`config.mk`:
```
export PLATFORM = sky130hd
export DESIGN_NAME = lzw_outq_flat
export DESIGN_NICKNAME = d
export VERILOG_FILES = /design/src/hdl/lzw_pkg.sv /design/src/hdl/lzw_if.sv /design/src/hdl/lzw_outq.sv /design/src/flat_wrapper.sv
export SDC_FILE = /design/constraint.sdc
export NUM_CORES = 1
export LEC_CHECK = 0
export BUFFER_PORTS_ARGS = -buffer_cell sky130_fd_sc_hd__buf_2
export CORE_MARGIN = 1
export CORE_UTILIZATION = 45
export DETAILED_ROUTE_END_ITERATION = 6
export GPL_TIMING_DRIVEN = 0
export PLACE_DENSITY = 0.66
export SLEW_MARGIN = 20
export SYNTH_ARGS = -nofsm -noshare
export SYNTH_HDL_FRONTEND = slang
export SYNTH_SLANG_ARGS = --single-unit
export TNS_END_PERCENT = 10
```
`constraint.sdc`:
```
create_clock -name clk -period 2.7 [get_ports clk]
set_input_delay 0.135 -clock clk [delete_from_list [all_inputs] [get_ports clk]]
set_output_delay 0.135 -clock clk [all_outputs]
set_load 0.005 [all_outputs]
```
`src/hdl/lzw_pkg.sv`:
```
package lzw_pkg;

  localparam int MAX_CODE_BITS_DEF = 12;
  localparam int FIRST_CODE        = 256;
  localparam int OUT_W             = 12;
  localparam int CFG_W             = 4;
  localparam int MIN_BITS          = 9;
  localparam logic [CFG_W-1:0] CODE_BITS_RST = 4'd12;

  typedef struct packed {
    logic [OUT_W-1:0] code;
    logic             last;
  } res_t;

  typedef struct packed {
    logic v0;
    res_t d0;
    logic v1;
    res_t d1;
  } push_t;

  typedef enum logic [2:0] {
    S_CLEAR = 3'b001,
    S_IDLE  = 3'b010,
    S_LOOK  = 3'b100
  } state_t;

endpackage

```
`src/hdl/lzw_if.sv`:
```


interface lzw_out_if;
  logic        valid;
  logic        ready;
  logic [11:0] out_code;
  logic        out_last;
  modport source (output valid, output out_code, output out_last, input ready);
  modport sink   (input valid, input out_code, input out_last, output ready);
endinterface


```
`src/hdl/lzw_outq.sv`:
```
module lzw_outq (
  input  logic          clk,
  input  logic          rst_n,
  input  lzw_pkg::push_t push,
  output logic          room,
  lzw_out_if.source     out_ch
);
  import lzw_pkg::*;

  res_t       q_r [4];
  logic [1:0] wp_r, wp_nxt, rp_r, rp_nxt;
  logic [2:0] cnt_r, cnt_nxt;
  logic       pop;

  assign pop             = out_ch.valid && out_ch.ready;
  assign out_ch.valid    = (cnt_r != 3'd0);
  assign out_ch.out_code = q_r[rp_r].code;
  assign out_ch.out_last = q_r[rp_r].last;
  assign room            = (cnt_r <= 3'd2);

  always_comb begin
    wp_nxt  = wp_r + 2'(push.v0) + 2'(push.v1);
    rp_nxt  = rp_r + 2'(pop);
    cnt_nxt = cnt_r + 3'(push.v0) + 3'(push.v1) - 3'(pop);
  end

  always_ff @(posedge clk) begin
    if (push.v0) begin
      q_r[wp_r] <= push.d0;
    end
    if (push.v1) begin
      q_r[wp_r + 2'd1] <= push.d1;
    end
  end

  always_ff @(posedge clk) begin
    if (!rst_n) begin
      wp_r  <= '0;
      rp_r  <= '0;
      cnt_r <= '0;
    end else begin
      wp_r  <= wp_nxt;
      rp_r  <= rp_nxt;
      cnt_r <= cnt_nxt;
    end
  end

`ifndef ASSERT_OFF
  a_cnt_bound: assert property (@(posedge clk) disable iff (!rst_n) cnt_r <= 3'd4)
    else $error("output queue overflow");
  a_push_order: assert property (@(posedge clk) disable iff (!rst_n) push.v1 |-> push.v0)
    else $error("second push without first");
  a_push_room: assert property (@(posedge clk) disable iff (!rst_n)
    (push.v0 && push.v1) |-> (cnt_r <= 3'd2 || (cnt_r == 3'd3 && pop)))
    else $error("double push without room");
`endif

endmodule

```
`src/flat_wrapper.sv`:
```
// flat-port wrapper written by rule: the top's interface ports become plain ports
module lzw_outq_flat import lzw_pkg::*;
  (clk, rst_n, push, room, out_ch_valid, out_ch_out_code, out_ch_out_last, out_ch_ready);
  lzw_out_if out_ch_i ();
  input  logic clk;
  input  logic rst_n;
  input  lzw_pkg::push_t push;
  output logic room;
  output wire logic [$bits(out_ch_i.valid)-1:0] out_ch_valid;
  output wire logic [$bits(out_ch_i.out_code)-1:0] out_ch_out_code;
  output wire logic [$bits(out_ch_i.out_last)-1:0] out_ch_out_last;
  input wire logic [$bits(out_ch_i.ready)-1:0] out_ch_ready;
  assign out_ch_valid = out_ch_i.valid;
  assign out_ch_out_code = out_ch_i.out_code;
  assign out_ch_out_last = out_ch_i.out_last;
  assign out_ch_i.ready = out_ch_ready;
  lzw_outq u_core (.clk(clk), .rst_n(rst_n), .push(push), .room(room), .out_ch(out_ch_i));
endmodule
```
==> metrics.yaml, run 1 <==
run_status:
  outcome: "finished, final reports clean"
floorplanning:
  die_w_um: 83.3
  coreArea_sq_um: 6350
  dieArea_sq_um: 6940
  start_util_pct: 46.9
  ios: 46
  die_y_um: 83.3
  fp-row-count: 29
sta:
  setup_viol: 0
  clock_skew_ns: 0.0104
  worstMarginPinSlew_ns: 0.851
  whs_ns: 0.0847
  drv_slew: 0
  fin_crit_sh_pct: 87.4
  rsz0062_at_grt: "no"
  final_hold_viol_count: 0
  max_freq_ghz: 0.424
  slew_headroom_pct: 43.0
  min_period_ns: 2.36
cts:
  cts.repair.resized: 0
  cts_tree: "yes"
  path_clk_slew_ns: 0.07
  root_buffer: "clkbuf_8"
  cts.sinks: 59
  cts_buffer_depth: 2
  clkLatencyLatePin_ns: 0.34
  cts_setup_buffers: 0
  ctsHoldBuffers: 0
  cts.htree.levels: 3
  cts_buffers: 9
route:
  dr.max_layer_used: "met4"
  remaining_drc_errors: 0
  wire_per_inst_um: 17.9
  route.met2.wl_um: 2780
  postRouteAntennaNets: 0
  drt_wl_total_um: 5460
  drtPass1Iterations: 4
  viasPerCell: 5.22
  vias: 1596
  m1WireLength_um: 2330
  drt_iter0_markers: 42
  wl_met3_um: 286
worst_setup_path:
  crit_fanout: 3
  cp_slowest_cell: "fa_1"
  cp.required_ns: 2.93
  slowest_delay_ns: 0.39
  worstPathArrival_ns: 2.59
  crit_type: "reg -> reg"
  critPathLaunchType: "flip-flop"
  path_cells: "or3_1 -> and2_1 -> ha_1 -> inv_1 -> fa_1 -> fa_1 -> xnor2_1 -> and2_1"
  crit_family: "adder cells"
  critPathBufInv: 1
  end_kind: "flip-flop"
pwr:
  design_power_total_mw: 2.90
  leakagePower_nw: 1.37
  peakVddDrop_mv: 0.520
  power_density_nw_per_um2: 812
logic_synthesis:
  synth_cell_types: 27
  syn_nets: 203
  yosysSeqAreaShare_pct: 57.2
  yosys_warnings: 0
  synthCells: 166
  synth_area_sq_um: 2980
  ys_ff_latch: 59
  avgSynthCellArea_sq_um: 17.9
run:
  max_cap_violations: 0
grt:
  grt-ovfl-total: 0
  grt_pass1_wl_um: 8780
  first_global_vias: 1694
  grt_max_degree: 14
  grt_antenna_before_repair: 0
  grt_use_total_pct: 17.6
layout:
  nFillCells: 512
  utilization_pct: 56.3
  drive_gt1_share_pct: 52.4
  diodes: 0
  syn2layout_area_growth_pct: 20.1
  nNetsFinal: 261
worst_hold_path:
  hold_path.class: "in -> reg"
placed_design:
  hpwl_um: 3630
  io_buffers: 45
  place.gp.congestion: 0.682
-- per-stage QoR --
| step | setup slack, ns | setup TNS, ns | cell area, sq um | cells |
|---|---|---|---|---|
| global route | 0.246 | 0 | 3580 | 306 |
| CTS | 0.317 | 0 | 3580 | 306 |
| floorplan | 0.413 | 0 | 2980 | 166 |
| global placement | -0.0675 | -0.870 | 3300 | 288 |
| detailed placement | 0.333 | 0 | 3340 | 290 |
| finish | 0.340 | 0 | 3580 | 306 |
-- layout by cell type (no fill, tap or decap), types with 2 or more instances in the layout --
cell type / instances
edfxtp_1: 52
buf_2: 45
mux2_2: 24
mux2_1: 19
mux4_2: 13
mux2_4: 9
clkbuf_8: 9
and2_1: 8
dfxtp_1: 7
inv_1: 5
buf_4: 4
buf_6: 4
clkbuf_1: 3
fa_1: 3
ha_1: 3
bufinv_16: 3
xor2_1: 2
-- path summary, 6_finish.rpt --
| check | start | endpoint | slack, ns | cells past startpoint |
|---|---|---|---|---|
| worst max-delay path | u_core.cnt_r[1] | u_core.cnt_r[2] | 0.34 | 8 |
| worst min-delay path | rst_n | u_core.rp_r[0] | 0.08 | 2 |
| worst max register to register | u_core.cnt_r[1] | u_core.cnt_r[2] | 0.34 | 8 |
| worst min register to register | u_core.cnt_r[0] | u_core.cnt_r[0] | 0.68 | 2 |
-- area by class of cell --
class / count / area, sq um / share of cell area, %
clock buffers: 11 / 131 / 3.67
inverters: 5 / 18.8 / 0.525
clock inverters: 5 / 101 / 2.83
well taps: 77 / 96.3 / 2.69
plain buffers: 7 / 56.3 / 1.57
repair buffers: 47 / 248 / 6.93
multi-input cells: 95 / 1220 / 34.2
flip-flops and latches: 59 / 1700 / 47.6
-- sequential cells by signal (all words and copies together) (netlist names) --
register,cells
u_core.q_r,52
u_core.wp_r,2
u_core.cnt_r,3
u_core.rp_r,2
-- cell usage after synthesis, drive strengths merged --
| library cell | n | area, sq um |
|---|---|---|
| mux2 | 52 | 619 |
| nor3b | 1 | 18.8 |
| o31ai | 1 | 7.51 |
| a21o | 1 | 7.51 |
| fa | 3 | 60.1 |
| mux4 | 13 | 293 |
| nor2b | 1 | 6.26 |
| buf | 6 | 52.6 |
| xor2 | 2 | 17.5 |
| inv | 5 | 18.8 |
| mux2i | 1 | 10.0 |
| and2 | 8 | 50.1 |
| nand3 | 1 | 10.0 |
| dfxtp | 7 | 140 |
| clkbuf | 1 | 3.75 |
| o21ai | 1 | 5.00 |
| nand2 | 1 | 3.75 |
| or3 | 1 | 6.26 |
| edfxtp | 52 | 1560 |
| nor2 | 2 | 7.51 |
| xnor2 | 1 | 8.76 |
| nand3b | 2 | 31.3 |
| ha | 3 | 37.5 |
-- kinds of logic after synthesis --
group	after synthesis	share of synthesized area (%)
xor+xnor	3	0.883
buf+inv	12	2.52
simple gates	17	4.50
flops	59	57.2
fa+ha+maj	6	3.28
compound gates	3	0.673
mux	66	31.0
-- per-layer routing --
metal  track usage (%)  up-vias
met1              20.9      777
met3              6.56        5
met4              6.11        0
met2              29.5       39
li1                  -      775
met5                 0        -
-- worst reg2reg max path, stage by stage, from the launching register on --
cell and delay (ns):
dfxtp_1 0.32, or3_1 0.38, and2_1 0.19, ha_1 0.27, inv_1 0.04, fa_1 0.37
fa_1 0.39, xnor2_1 0.14, and2_1 0.15
-- power by group --
group          switching, mW  internal (mW)
combinational          0.331          0.408
sequential            0.0618           1.15
clock                  0.343          0.611
(Power assumes the default switching activity.)
==> run 2: changes to the inputs <==
CTS_BUF_LIST = sky130_fd_sc_hd__clkbuf_8   (was default)
==> run 2 against run 1 <==
  * Final area stayed put
  * Count of clock-buffer cells in the layout down 2
  * Die area stayed put
  * Sequential share of layout area stayed put
  * First-iteration DRC count unchanged
  * Sequential power about the same
  * Clock power decreased by 0.6%
  * Largest cell class unchanged
  * Largest power group unchanged
  * Highest routed layer unchanged
==> metrics.yaml, run 2 (synthesis results as in run 1) <==
run_status:
  outcome: "finished, final reports clean"
sta:
  min_period_ns: 2.36  # +0.00000100 ns
  fin_crit_sh_pct: 87.4  # about the same
  drv_slew: 0  # unchanged
  slew_headroom_pct: 43.0  # about the same
  worstMarginPinSlew_ns: 0.851  # -0.0000513 ns
  clock_skew_ns: 0.0111  # +0.000682 ns
  final_hold_viol_count: 0  # unchanged
  setup_viol: 0  # unchanged
  worst_slack_ns: 0.340  # -0.00000100 ns
  setup_tns_ns: 0  # unchanged
  rsz0062_at_grt: "no"
  max_freq_ghz: 0.424  # unchanged
worst_setup_path:
  cp.required_ns: 2.93  # about the same
  crit_type: "reg -> reg"
  r2r_slack_ns: 0.34  # about the same
  reg2reg_depth: 8  # unchanged
  end_kind: "flip-flop"
  critPathLaunchType: "flip-flop"
  r2r_start: "u_core.cnt_r[1]"
  worstPathArrival_ns: 2.59  # about the same
  r2r-end: "u_core.cnt_r[2]"
  crit_fanout: 3  # unchanged
cts:
  cts_buffers: 9  # unchanged
  path_clk_slew_ns: 0.07  # about the same
  cts_tree: "yes"
  cts.sinks: 59  # unchanged
  cts_buffer_depth: 2  # unchanged
  cts.repair.resized: 0  # unchanged
  cts.htree.levels: 3  # unchanged
  root_buffer: "clkbuf_8"
  clkLatencyLatePin_ns: 0.34  # about the same
  ctsHoldBuffers: 0  # unchanged
  cts_setup_buffers: 0  # unchanged
pwr:
  power_density_nw_per_um2: 811  # -0.18%
  design_power_total_mw: 2.90  # -0.18%
  peakVddDrop_mv: 0.520  # about the same
  leakagePower_nw: 1.38  # +0.60%
worst_hold_path:
  min-delay-start: "rst_n"
  whs_path_depth: 2  # unchanged
  hold_path.class: "in -> reg"
  min_to: "u_core.rp_r[0]"
route:
  drtPass1Iterations: 4  # unchanged
  viasPerCell: 5.21  # about the same
  wire_per_inst_um: 17.9  # about the same
  drt_wl_total_um: 5470  # about the same
  drt_iter0_markers: 42  # unchanged
  remaining_drc_errors: 0  # unchanged
  postRouteAntennaNets: 0  # unchanged
  vias: 1595  # -0.063%
grt:
  grt_use_total_pct: 17.6  # unchanged
  grt_max_degree: 14  # unchanged
  grt_antenna_before_repair: 0  # unchanged
  grt_pass1_wl_um: 8780  # unchanged
  first_global_vias: 1694  # unchanged
  grt-ovfl-total: 0  # unchanged
placed_design:
  dp.cells: 290  # unchanged
  hpwl_um: 3630  # unchanged
  place.gp.congestion: 0.682  # unchanged
  io_buffers: 45  # unchanged
  place_ws_ns: 0.333  # unchanged
layout:
  diodes: 0  # unchanged
  drive_gt1_share_pct: 52.4  # unchanged
  final_common_cell: "edfxtp_1"
  final_cells: 306  # unchanged
  largest_register_ffs: 52  # unchanged
  top_regs: "u_core.q_r (52), u_core.cnt_r (3)"
  syn2layout_area_growth_pct: 20.1  # unchanged
  top_register: "u_core.q_r"
  nNetsFinal: 261  # unchanged
  layout_common_cells: "edfxtp_1, buf_2, mux2_2"
  utilization_pct: 56.3  # unchanged
floorplanning:
  die_w_um: 83.3  # unchanged
  ios: 46  # unchanged
  fp-row-count: 29  # unchanged
  coreArea_sq_um: 6350  # unchanged
  dieArea_sq_um: 6940  # unchanged
  die_y_um: 83.3  # unchanged
  start_util_pct: 46.9  # unchanged
run:
  max_cap_violations: 0  # unchanged
## run 2: cell count changes in the layout (fill, tap and decap cells not counted)
| cell | delta |
|---|---|
| clkbuf_1 | -2 |
| inv_1 | +2 |
## run 2: how the worst max path moves through the flow
stage / from / slack [ns] / end / depth (start not counted)
4_1_cts: u_core.cnt_r[1] / 0.32 / u_core.cnt_r[2] / 8
3_3_place_gp: u_core.wp_r[0] / -0.07 / u_core.q_r[0][8] / 1
2_1_floorplan: u_core.cnt_r[1] / 0.41 / u_core.cnt_r[2] / 8
5_1_grt: u_core.cnt_r[1] / 0.25 / u_core.cnt_r[2] / 8
6_report: u_core.cnt_r[1] / 0.34 / u_core.cnt_r[2] / 8
3_5_place_dp: u_core.cnt_r[1] / 0.33 / u_core.cnt_r[2] / 8
## run 2: cell type report
type,count,area [sq um]
fillers,512,2770
flip-flops and latches,59,1700
multi-input cells,95,1220
repair buffers,47,248
clock buffers,9,124
clock inverters,7,109
well taps,77,96.3
plain buffers,7,56.3
inverters,5,18.8
## run 2: where the power goes
| part | internal [mW] | total (mW) | switching [mW] |
|---|---|---|---|
| Sequential | 1.15 | 1.21 | 0.0620 |
| Clock | 0.603 | 0.948 | 0.345 |
| Combinational | 0.408 | 0.740 | 0.332 |
## run 2: per-layer routing
layer | global-route usage (%) | vias to the layer above | share of wire [%]
li1 | - | 775 | -
met3 | 6.56 | 5 | 4.9
met2 | 29.5 | 38 | 51
met4 | 6.11 | 0 | 1.3
met1 | 20.9 | 777 | 43
met5 | 0 | - | 0
## run 2: metrics by stage
| step | area [sq um] | hold WS [ns] |
|---|---|---|
| floorplan | 2980 | 0.257 |
| finish | 3580 | 0.0849 |
| global route | 3580 | 0.0893 |
| global placement | 3300 | 0.430 |
| detailed placement | 3340 | 0.440 |
| CTS | 3580 | 0.0911 |
## run 2: critical path, stage by stage (launching register included)
cell and delay [ns]:
dfxtp_1 0.32, or3_1 0.38, and2_1 0.19, ha_1 0.27
inv_1 0.04, fa_1 0.37, fa_1 0.39, xnor2_1 0.14
and2_1 0.15
