--- src/hdl/lzw_ram.sv ---
module lzw_ram #(
  parameter int W = 8,
  parameter int D = 16
) (
  input  logic                 clk,
  input  logic                 we,
  input  logic [$clog2(D)-1:0] waddr,
  input  logic [W-1:0]         wdata,
  input  logic [$clog2(D)-1:0] raddr,
  output logic [W-1:0]         rdata
);

  logic [W-1:0] mem [D];

  always_ff @(posedge clk) begin
    if (we) begin
      mem[waddr] <= wdata;
    end
    rdata <= mem[raddr];
  end

endmodule

--- config.mk ---
export PLATFORM = sky130hd
export DESIGN_NAME = lzw_ram
export DESIGN_NICKNAME = d
export VERILOG_FILES = /design/src/hdl/lzw_ram.sv
export SDC_FILE = /design/constraint.sdc
export NUM_CORES = 1
export LEC_CHECK = 0
export BUFFER_PORTS_ARGS = -buffer_cell sky130_fd_sc_hd__buf_4
export CAP_MARGIN = 40
export CORE_MARGIN = 2
export CORE_UTILIZATION = 50
export CTS_CLUSTER_SIZE = 30
export DETAILED_ROUTE_END_ITERATION = 12
export PLACE_DENSITY = 0.67
export SLEW_MARGIN = 20
export SYNTH_ARGS = -nofsm -noshare
export SYNTH_HDL_FRONTEND = slang
export SYNTH_SLANG_ARGS = --single-unit
--- constraint.sdc ---
create_clock -name clk -period 2.7 [get_ports clk]
set_clock_uncertainty 0.15 [all_clocks]
set_input_delay 0.54 -clock clk [delete_from_list [all_inputs] [get_ports clk]]
set_output_delay 0.54 -clock clk [all_outputs]
set_load 0.01 [all_outputs]
==> results of run 1 <==
==> worst paths after layout <==
check	from	end	slack [ns]	depth (start not counted)
worst max register to register	mem[9][5]	rdata[5]	1.11	3
worst max-delay path	rdata[5]	rdata[5]	1.02	1
worst min-delay path	wdata[6]	mem[4][6]	0.17	1
worst min register to register	mem[8][3]	rdata[3]	0.53	3
==> cells by family after synthesis <==
kind of cell,Yosys count
flip-flops,136
AO/OA/AOI/OAI,16
buffers and inverters,10
AND/OR/NAND/NOR,35
multiplexers,32
==> cells in the mapped netlist (2+ instances only) <==
cell type,n
buf_2,3
nand2b_1,2
mux4_1,14
dfxtp_1,8
mux4_2,18
nand2_1,9
clkdlybuf4s25_2,3
nand3b_1,2
a22oi_1,16
buf_6,3
edfxtp_1,128
nor3_1,4
nor2_1,13
==> layout make-up <==
cell class              count  area, um^2
clock buffers              18       427.9
clock inverters            14       227.7
fillers                   701        3901
multi-input cells          83        1057
flip-flops and latches    136        4004
well taps                 136       170.2
repair buffers             45       350.3
==> state kept, by name, indices dropped and copies added, names as in the netlist <==
name	flops
rdata	8
mem	128
==> metal layers <==
metal  wire length [um]  global-route usage  vias up
li1                   -                   -     1082
met1               4103              0.2541     1221
met2               4656              0.2853       71
met3                461             0.05937       14
met4                166             0.08667        0
met5                  0                   0        -
==> placed cells by master, fill, tap and decap left out, types with 2 or more instances in the layout <==
cell type,count
a22oi_1,16
buf_4,44
bufinv_16,6
clkbuf_16,16
clkbuf_8,2
clkinv_2,5
clkinvlp_4,3
dfxtp_1,8
edfxtp_1,128
mux4_1,14
mux4_2,18
nand2_1,9
nand2b_1,2
nand3b_1,2
nor2_1,13
nor3_1,4
==> power by group <==
part	internal, mW	switching (mW)
Combinational	0.109	0.123
Sequential	2.36	0.0131
Clock	1.70	0.822
==> summary.txt, run 1 <==
Outcome
  – Status: finished clean

Synth
  – Post-Synthesis Cell Area: 5147 um^2
  – EDFF count, synth: 128
  – Unique cell type count in the Yosys netlist: 19
  – Synth Register Bits: 136
  – Post-synthesis simple-gate area fraction: 0.03184
  – Top cell type's share of synthesized area: 0.7467
  – Yosys warns: 0
  – Post-Syn Nets: 247
  – Post-synth top area cell: edfxtp_1
  – Mean Syn Cell Area: 22.48 um^2
  – Mux contribution to synthesized area: 0.1502
  – Ys async rst share: 0
  – Synth area leaders: edfxtp_1 (75%), mux4_2 (7.9%), mux4_1 (7.1%), dfxtp_1 (3.1%), a22oi_1 (2.3%)
  – Share of the yosys chip area belonging to registers: 0.7778
  – Top FF cell, synth: edfxtp_1
  – Adder-cell share of the synthesized area: 0
  – Largest family of logic cells by synthesized area: multiplexers
  – Synth Area in Compound Gates: 0.02333
  – Xor/xnor share of the synthesized area: 0
  – Post-Syn Instances: 229

STA
  – Final hold slack: 0.1722 ns
  – Min Tclk post-route: 1.679 ns
  – RSZ-0062 raised after global routing: false
  – Fin crit share: 0.6217
  – Worst slew pin tran: 0.7411 ns
  – Final hold violations: 0
  – Max-Slew Margin vs Limit: 0.5049
  – Slew Limit Fails: 0
  – # setup viols final: 0
  – Fmax: 0.5957 GHz
  – Final worst slack: 1.021 ns
  – Setup TNS: 0 ns

Routing
  – DR vias: 2,388
  – Vias per Instance: 5.528
  – Pre-antenna DRT Iters: 4
  – Final ANT Viol Nets: 0
  – Iteration-0 DRC Markers: 209
  – Final WL: 9387 um
  – Drt wl/cell: 21.73 um
  – Remaining DRCs: 0

Global routing
  – Vias in the first global route: 2,465
  – GRT Resource Usage Total: 0.1890
  – Largest net degree at the start of global routing: 33
  – Antenna violations before repair: 0
  – First-pass GRT wire length: 14,530 um
  – Total grt overflow: 0

Clock network
  – # clock sinks: 136
  – Clk_lat worst skew: 0.52 ns
  – PostCTS Resize Cnt: 0
  – Clk Tree Root Cell: clkbuf_8
  – CTS buffer count: 17
  – Clk pin slew, worst setup/hold paths: 0.06 ns
  – # Post-CTS Setup Buffers: 0
  – CTS tree: done
  – CTS hold repair buffers: 0
  – CTS H-tree depth: 4
  – Clk buf depth: 2

Power
  – Static leakage: 2.141 nW
  – Tot Pwr: 5.127 mW
  – Power Dens Cells: 822.0 nW/um^2
  – Worst IR Drop VDD: 463.0 uV

Placed design
  – HPWL after detailed placement: 5722 um
  – Placed Cells: 400
  – Setup WS pre-CTS: 0.5170 ns
  – GP Congestion: 0.7159
  – Placed cell area: 5582 um^2
  – Buffers on Ports: 25

Setup path
  – Cell family with most CP delay: flip-flops
  – Startpoint types: flop
  – CP Class: reg2out
  – CP Data Required Time: 2.01 ns
  – Buf/Inv on CP: 1
  – Crit end category: primary output
  – Worst path cell trace: buf_4
  – WP data arrival: 0.99 ns
  – Worst-path fanout max: 1
  – Slowest cell delay on critical path: 0.34 ns
  – Crit-path slowest cell: dfxtp_1

Floorplanning
  – Row count: 37
  – I/O pins: 26
  – Die area: 11,120 um^2
  – DIE HEIGHT: 105.5 um
  – Die Wd: 105.5 um
  – Core area: 10,140 um^2
  – Starting Density: 0.5077

Run
  – Maxcap violations: 0

Layout
  – Finished Core Util: 0.6152
  – Synth-to-layout area growth: 21.17%
  – Final Cell Area: 6237 um^2
  – # diodes: 0
  – Final std cells w/o fill: 432
  – Share of cells above drive strength 1: 0.3243
  – Final #Nets: 301

Hold path
  – HP Class: in2reg
Power figures use the tool's default switching activity.
==> inputs of run 2 (changes only) <==
==> constraint.sdc (replaced) <==
create_clock -name clk -period 1.71 [get_ports clk]
set_clock_uncertainty 0.15 [all_clocks]
set_input_delay 0.342 -clock clk [delete_from_list [all_inputs] [get_ports clk]]
set_output_delay 0.342 -clock clk [all_outputs]
set_load 0.01 [all_outputs]
==> run 2 against run 1 <==
Effect of this change: hold slack better by 0.020 ns; sequential cell count is the same; non-clock buffer count rose by 23; final cell count grew 4.9%; die area unchanged; total power up 51%; critical path depth rose by 2; wire length grew 4.9%; global-route usage increased by 0.45 points; largest cell class unchanged; largest power group is now sequential cells.
==> summary.txt, run 2 (synthesized netlist as in run 1, its figures left out) <==
Clock network
  – CTS hold repair buffers: 8 (+8)
  – PostCTS Resize Cnt: 0 (unchanged)
  – CTS buffer count: 17 (unchanged)
  – Clk Tree Root Cell: clkbuf_8
  – CTS H-tree depth: 4 (unchanged)
  – Clk_lat worst skew: 0.52 ns (about the same)
  – # clock sinks: 136 (unchanged)
  – Clk pin slew, worst setup/hold paths: 0.06 ns (about the same)
  – # Post-CTS Setup Buffers: 0 (unchanged)
  – Clk buf depth: 2 (unchanged)
  – CTS tree: done

Outcome
  – Status: finished clean

Routing
  – Final WL: 9846 um (+4.9%)
  – Drt wl/cell: 21.74 um (about the same)
  – Iteration-0 DRC Markers: 232 (+11%)
  – Final ANT Viol Nets: 0 (unchanged)
  – DR vias: 2,532 (+6.0%)
  – Remaining DRCs: 0 (unchanged)
  – Pre-antenna DRT Iters: 4 (unchanged)
  – Vias per Instance: 5.589 (+1.1%)

Global routing
  – First-pass GRT wire length: 14,990 um (+3.2%)
  – Largest net degree at the start of global routing: 17 (-48%)
  – GRT Resource Usage Total: 0.1934 (+0.004452)
  – Antenna violations before repair: 0 (unchanged)
  – Total grt overflow: 0 (unchanged)
  – Vias in the first global route: 2,584 (+4.8%)

Run
  – Maxcap violations: 0 (unchanged)

Layout
  – Area of the multi-input gates: 1062 um^2 (+0.47%)
  – Finished Core Util: 0.6284 (+0.01321)
  – Synth-to-layout area growth: 23.77%
  – Commonest non-fill, non-tap cell in the layout: edfxtp_1
  – Reg area: 4004 um^2 (unchanged)
  – Final #Nets: 324 (+7.6%)
  – Biggest register: mem
  – Biggest regs: mem x128, rdata x8
  – Share of cells above drive strength 1: 0.3344 (+0.01006)
  – Final Cell Area: 6371 um^2 (+2.1%)
  – FILL cells: 679 (-3.1%)
  – Max reg flops: 128 (unchanged)
  – # diodes: 0 (unchanged)
  – Commonest cells after routing, fill and taps aside: edfxtp_1 (128), buf_4 (58), mux4_2 (18)
  – Final std cells w/o fill: 453 (+4.9%)

Setup path
  – Crit-path slowest cell: mux4_1
  – Crit end category: flop
  – Worst-path fanout max: 1 (unchanged)
  – Worst path cell trace: mux4_1 > a22oi_1 > nand2_1
  – CP Class: reg2reg
  – Startpoint types: flop
  – Slowest cell delay on critical path: 0.49 ns (+0.15 ns)
  – CP Data Required Time: 1.96 ns (-0.05 ns)
  – WP data arrival: 1.76 ns (+0.77 ns)

Placed design
  – HPWL after detailed placement: 6452 um (+13%)
  – GP Congestion: 0.7814 (+9.1%)
  – Buffers on Ports: 25 (unchanged)
  – Placed Cells: 415 (+3.8%)
  – Placed cell area: 5712 um^2 (+2.3%)

STA
  – Fmax: 0.6634 GHz
  – # setup viols final: 0 (unchanged)
  – Worst slew pin tran: 0.8045 ns (+0.06344 ns)
  – Min Tclk post-route: 1.507 ns
  – Fin crit share: 0.8815
  – RSZ-0062 raised after global routing: false
  – Final hold slack: 0.1919 ns (+0.01975 ns)
  – Max-Slew Margin vs Limit: 0.4617 (-0.04326)
  – Final hold violations: 0 (unchanged)
  – Slew Limit Fails: 0 (unchanged)

Power
  – Worst IR Drop VDD: 603.8 uV (+30%)
  – Power Dens Cells: 1214 nW/um^2 (+48%)
  – Tot Pwr: 7.732 mW (+51%)
  – Static leakage: 2.217 nW (+3.5%)

Floorplanning
  – Die Wd: 105.5 um (unchanged)
  – DIE HEIGHT: 105.5 um (unchanged)
  – I/O pins: 26 (unchanged)
  – Row count: 37 (unchanged)
  – Core area: 10,140 um^2 (unchanged)
  – Starting Density: 0.5077 (unchanged)
  – Die area: 11,120 um^2 (unchanged)

Hold path
  – HP Class: in2reg
-- run 2: changes by cell type in the layout (fill, tap and decap cells not counted), moves of 2 or more --
cell | before | now
clkbuf_1 | 0 | 3
clkinv_2 | 5 | 3
dlygate4sd3_1 | 0 | 8
buf_4 | 44 | 58
bufinv_16 | 6 | 4
-- run 2: path summary, 6_finish.rpt --
path | start | endpoint | slack, ns | cells after the start
max | mem[3][1] | rdata[1] | 0.20 | 3
min | waddr[0] | mem[0][3] | 0.19 | 3
max reg2reg | mem[3][1] | rdata[1] | 0.20 | 3
min reg2reg | mem[12][5] | rdata[5] | 0.51 | 3
-- run 2: metal layers --
metal	up-vias	wire length, um	GRT usage
met5	-	0	0
met4	0	49	0.06286
met3	2	588	0.06184
met2	96	5141	0.3088
met1	1304	4066	0.2553
li1	1130	-	-
-- run 2: cell type report --
| type | count | share of cell area |
|---|---|---|
| flip-flops and latches | 136 | 0.6284 |
| clock buffers | 20 | 0.06677 |
| well taps | 136 | 0.02671 |
| multi-input cells | 83 | 0.1667 |
| clock inverters | 10 | 0.02416 |
| repair buffers | 68 | 0.08720 |
-- run 2: where the power goes --
group / internal (mW) / total, mW / switching [mW]
registers: 3.73 / 3.75 / 0.0198
clock network: 2.33 / 3.58 / 1.24
logic: 0.203 / 0.408 / 0.205
-- run 2: critical path, delay by kind of cell, from the launching register on --
kind / cells / cell delay, ns
DFF: 1 / 0.38
muxes: 1 / 0.49
and+or+nand+nor: 1 / 0.08
AOI/OAI and AO/OA: 1 / 0.29
-- run 2: stage by stage --
step	TNS, ns	setup WS [ns]
2_1_floorplan	-1.407	-0.04815
3_3_place_gp	-2.352	-0.1676
3_5_place_dp	-2.904	-0.1741
4_1_cts	0	0.2055
5_1_grt	0	0.1616
6_report	0	0.2027
==> inputs of run 3 (changes only) <==
==> constraint.sdc (replaced) <==
create_clock -name clk -period 1.5 [get_ports clk]
set_clock_uncertainty 0.15 [all_clocks]
set_input_delay 0.3 -clock clk [delete_from_list [all_inputs] [get_ports clk]]
set_output_delay 0.3 -clock clk [all_outputs]
set_load 0.01 [all_outputs]
==> run 3 against run 2 <==
Effect of this change: die area stayed put; critical endpoint is now rdata[4]; utilization increased by 0.37 points; global-route usage about the same; critical path type unchanged; worst setup slack worse by 0.18 ns; sequential share of layout area down 0.37 points; maximum frequency rose by 2.1%.
==> summary.txt, run 3 (synthesized netlist as in run 1, its figures left out) <==
Setup path
  – CP Class: reg2reg
  – Reg-to-Reg End: rdata[4]
  – Crit end category: flop
  – Reg2Reg Setup Slack: 0.02 ns (-0.18 ns)
  – Startpoint types: flop
  – Reg-to-reg critical path startpoint: mem[6][4]
  – Crit-path slowest cell: mux4_2
  – Slowest cell delay on critical path: 0.49 ns (about the same)
  – Buf/Inv on CP: 0 (unchanged)
  – R2R cell count: 3 (unchanged)
  – Worst-path fanout max: 1 (unchanged)
  – CP Data Required Time: 1.74 ns (-0.22 ns)
  – Cell family with most CP delay: multiplexers
  – Worst path cell trace: mux4_2 > a22oi_1 > nand2_1
  – WP data arrival: 1.71 ns (-0.05 ns)

Floorplanning
  – DIE HEIGHT: 105.5 um (unchanged)
  – Core area: 10,140 um^2 (unchanged)
  – Row count: 37 (unchanged)
  – Die Wd: 105.5 um (unchanged)
  – I/O pins: 26 (unchanged)
  – Starting Density: 0.5077 (unchanged)
  – Die area: 11,120 um^2 (unchanged)

STA
  – Slew Limit Fails: 0 (unchanged)
  – Fin crit share: 0.9838 (+0.1023)
  – Final worst slack: 0.02433 ns (-0.1784 ns)
  – RSZ-0062 raised after global routing: true
  – Fmax: 0.6777 GHz (+2.1%)
  – Max-Slew Margin vs Limit: 0.4365 (-0.02513)
  – Min Tclk post-route: 1.476 ns (-0.03164 ns)
  – Final hold violations: 0 (unchanged)
  – Worst slew pin tran: 0.8421 ns (+0.03755 ns)
  – # setup viols final: 0 (unchanged)

Placed design
  – GP Congestion: 0.7246 (-7.3%)
  – Setup WS pre-CTS: -0.3668 ns (-0.1927 ns)
  – Placed cell area: 5729 um^2 (+0.31%)
  – Buffers on Ports: 25 (unchanged)
  – HPWL after detailed placement: 6259 um (-3.0%)

Global routing
  – GRT Resource Usage Total: 0.1934 (about the same)
  – First-pass GRT wire length: 15,100 um (+0.74%)
  – Vias in the first global route: 2,689 (+4.1%)
  – Largest net degree at the start of global routing: 20 (+3)
  – Total grt overflow: 0 (unchanged)
  – Antenna violations before repair: 0 (unchanged)

Hold path
  – Hold depth: 3 (unchanged)
  – Hold endpoint: mem[0][0]
  – Min-delay src: waddr[1]
  – HP Class: in2reg

Power
  – Comb power frac: 0.056 (+0.003)
  – Static leakage: 2.170 nW (-2.1%)
  – Sw Share: 0.1989 (+0.009267)
  – Power Dens Cells: 1377 nW/um^2 (+13%)
  – Pint: 7.068 mW (+13%)
  – Sw Pwr: 1.754 mW (+20%)
  – Clock power frac: 0.460 (-0.003)
  – Worst IR Drop VDD: 657.8 uV (+9.0%)
  – Seq pwr share: 0.485 (about the same)

Layout
  – # diodes: 0 (unchanged)
  – Share of cells above drive strength 1: 0.4082 (+0.07384)
  – Final Cell Area: 6409 um^2 (+0.59%)
  – Biggest regs: mem x128, rdata x8
  – Max reg flops: 128 (unchanged)
  – Synth-to-layout area growth: 24.50%
  – Commonest cells after routing, fill and taps aside: edfxtp_1 (128), buf_4 (51), mux4_2 (31)
  – Final #Nets: 321 (-0.93%)
  – Commonest non-fill, non-tap cell in the layout: edfxtp_1
  – Biggest register: mem

Routing
  – Final WL: 9623 um (-2.3%)
  – Remaining DRCs: 0 (unchanged)
  – Drt wl/cell: 21.29 um (-2.0%)
  – Pre-antenna DRT Iters: 4 (unchanged)
  – DR vias: 2,461 (-2.8%)
  – Vias per Instance: 5.445 (-2.6%)
  – Iteration-0 DRC Markers: 164 (-29%)
  – Final ANT Viol Nets: 0 (unchanged)

Run
  – Maxcap violations: 0 (unchanged)

Clock network
  – CTS buffer count: 17 (unchanged)
  – Clk pin slew, worst setup/hold paths: 0.06 ns (about the same)
  – Clk_lat worst skew: 0.51 ns (about the same)
  – Clk buf depth: 2 (unchanged)
  – CTS tree: done
  – # clock sinks: 136 (unchanged)
  – CTS H-tree depth: 4 (unchanged)
  – Clk Tree Root Cell: clkbuf_8

Outcome
  – Status: finished clean
## run 3: worst max path at each step
stage	from	end	slack, ns	cells after the start
global route	mem[0][0]	rdata[0]	-0.0006	3
detailed placement	raddr[0]	rdata[0]	-0.37	5
floorplan	waddr[2]	mem[0][0]	-0.05	2
global placement	raddr[0]	rdata[0]	-0.36	5
CTS	mem[0][0]	rdata[0]	0.001	3
finish	mem[6][4]	rdata[4]	0.02	3
## run 3: what timing repair did
item,in CTS,in global routing
hold endpoints to repair,128,0
setup buffers,0,0
setup endpoints to repair,2,4
resized for setup,2,4
hold buffers,8,0
pin swaps,0,2
## run 3: metal layers
metal	routed length (um)	GRT usage	part of all wire
met5	0	0	0
met4	89	0.07429	0.0092
met3	471	0.05133	0.049
met2	4893	0.3166	0.51
met1	4169	0.2498	0.43
## run 3: stage by stage
step | total power [mW] | hold WS [ns] | TNS, ns | std cells | util
global route | 9.092 | 0.1238 | -0.0005895 | 452 | 0.6321
finish | 8.822 | 0.1380 | 0 | 452 | 0.6321
detailed placement | 4.829 | 0.4747 | -13.86 | 412 | 0.5651
floorplan | 4.596 | 0.2489 | -0.5297 | 229 | -
global placement | 4.817 | 0.4552 | -12.09 | 412 | 0.5651
CTS | 8.887 | 0.1158 | 0 | 452 | 0.6310
## run 3: worst register-to-register path, cell delays in order (launching register included)
cell,delay (ns)
edfxtp_1,0.37
mux4_2,0.49
a22oi_1,0.25
nand2_1,0.09
## run 3: power by group through the flow
| stage | Sequential [mW] | Clock, mW | Combinational, mW |
|---|---|---|---|
| floorplan | 4.36 | 0 | 0.238 |
| global placement | 4.35 | 0 | 0.463 |
| detailed placement | 4.36 | 0 | 0.472 |
| CTS | 4.28 | 4.12 | 0.493 |
| global route | 4.28 | 4.28 | 0.531 |
| finish | 4.28 | 4.06 | 0.490 |
## run 3: area by class of cell
| class | instances | area [um^2] |
|---|---|---|
| clock buffer | 21 | 439.2 |
| clock inverter | 11 | 147.6 |
| timing repair buffer | 65 | 583.1 |
| tap | 136 | 170.2 |
| sequential | 136 | 4004 |
| fill | 722 | 3730 |
| multi-input combinational | 83 | 1065 |
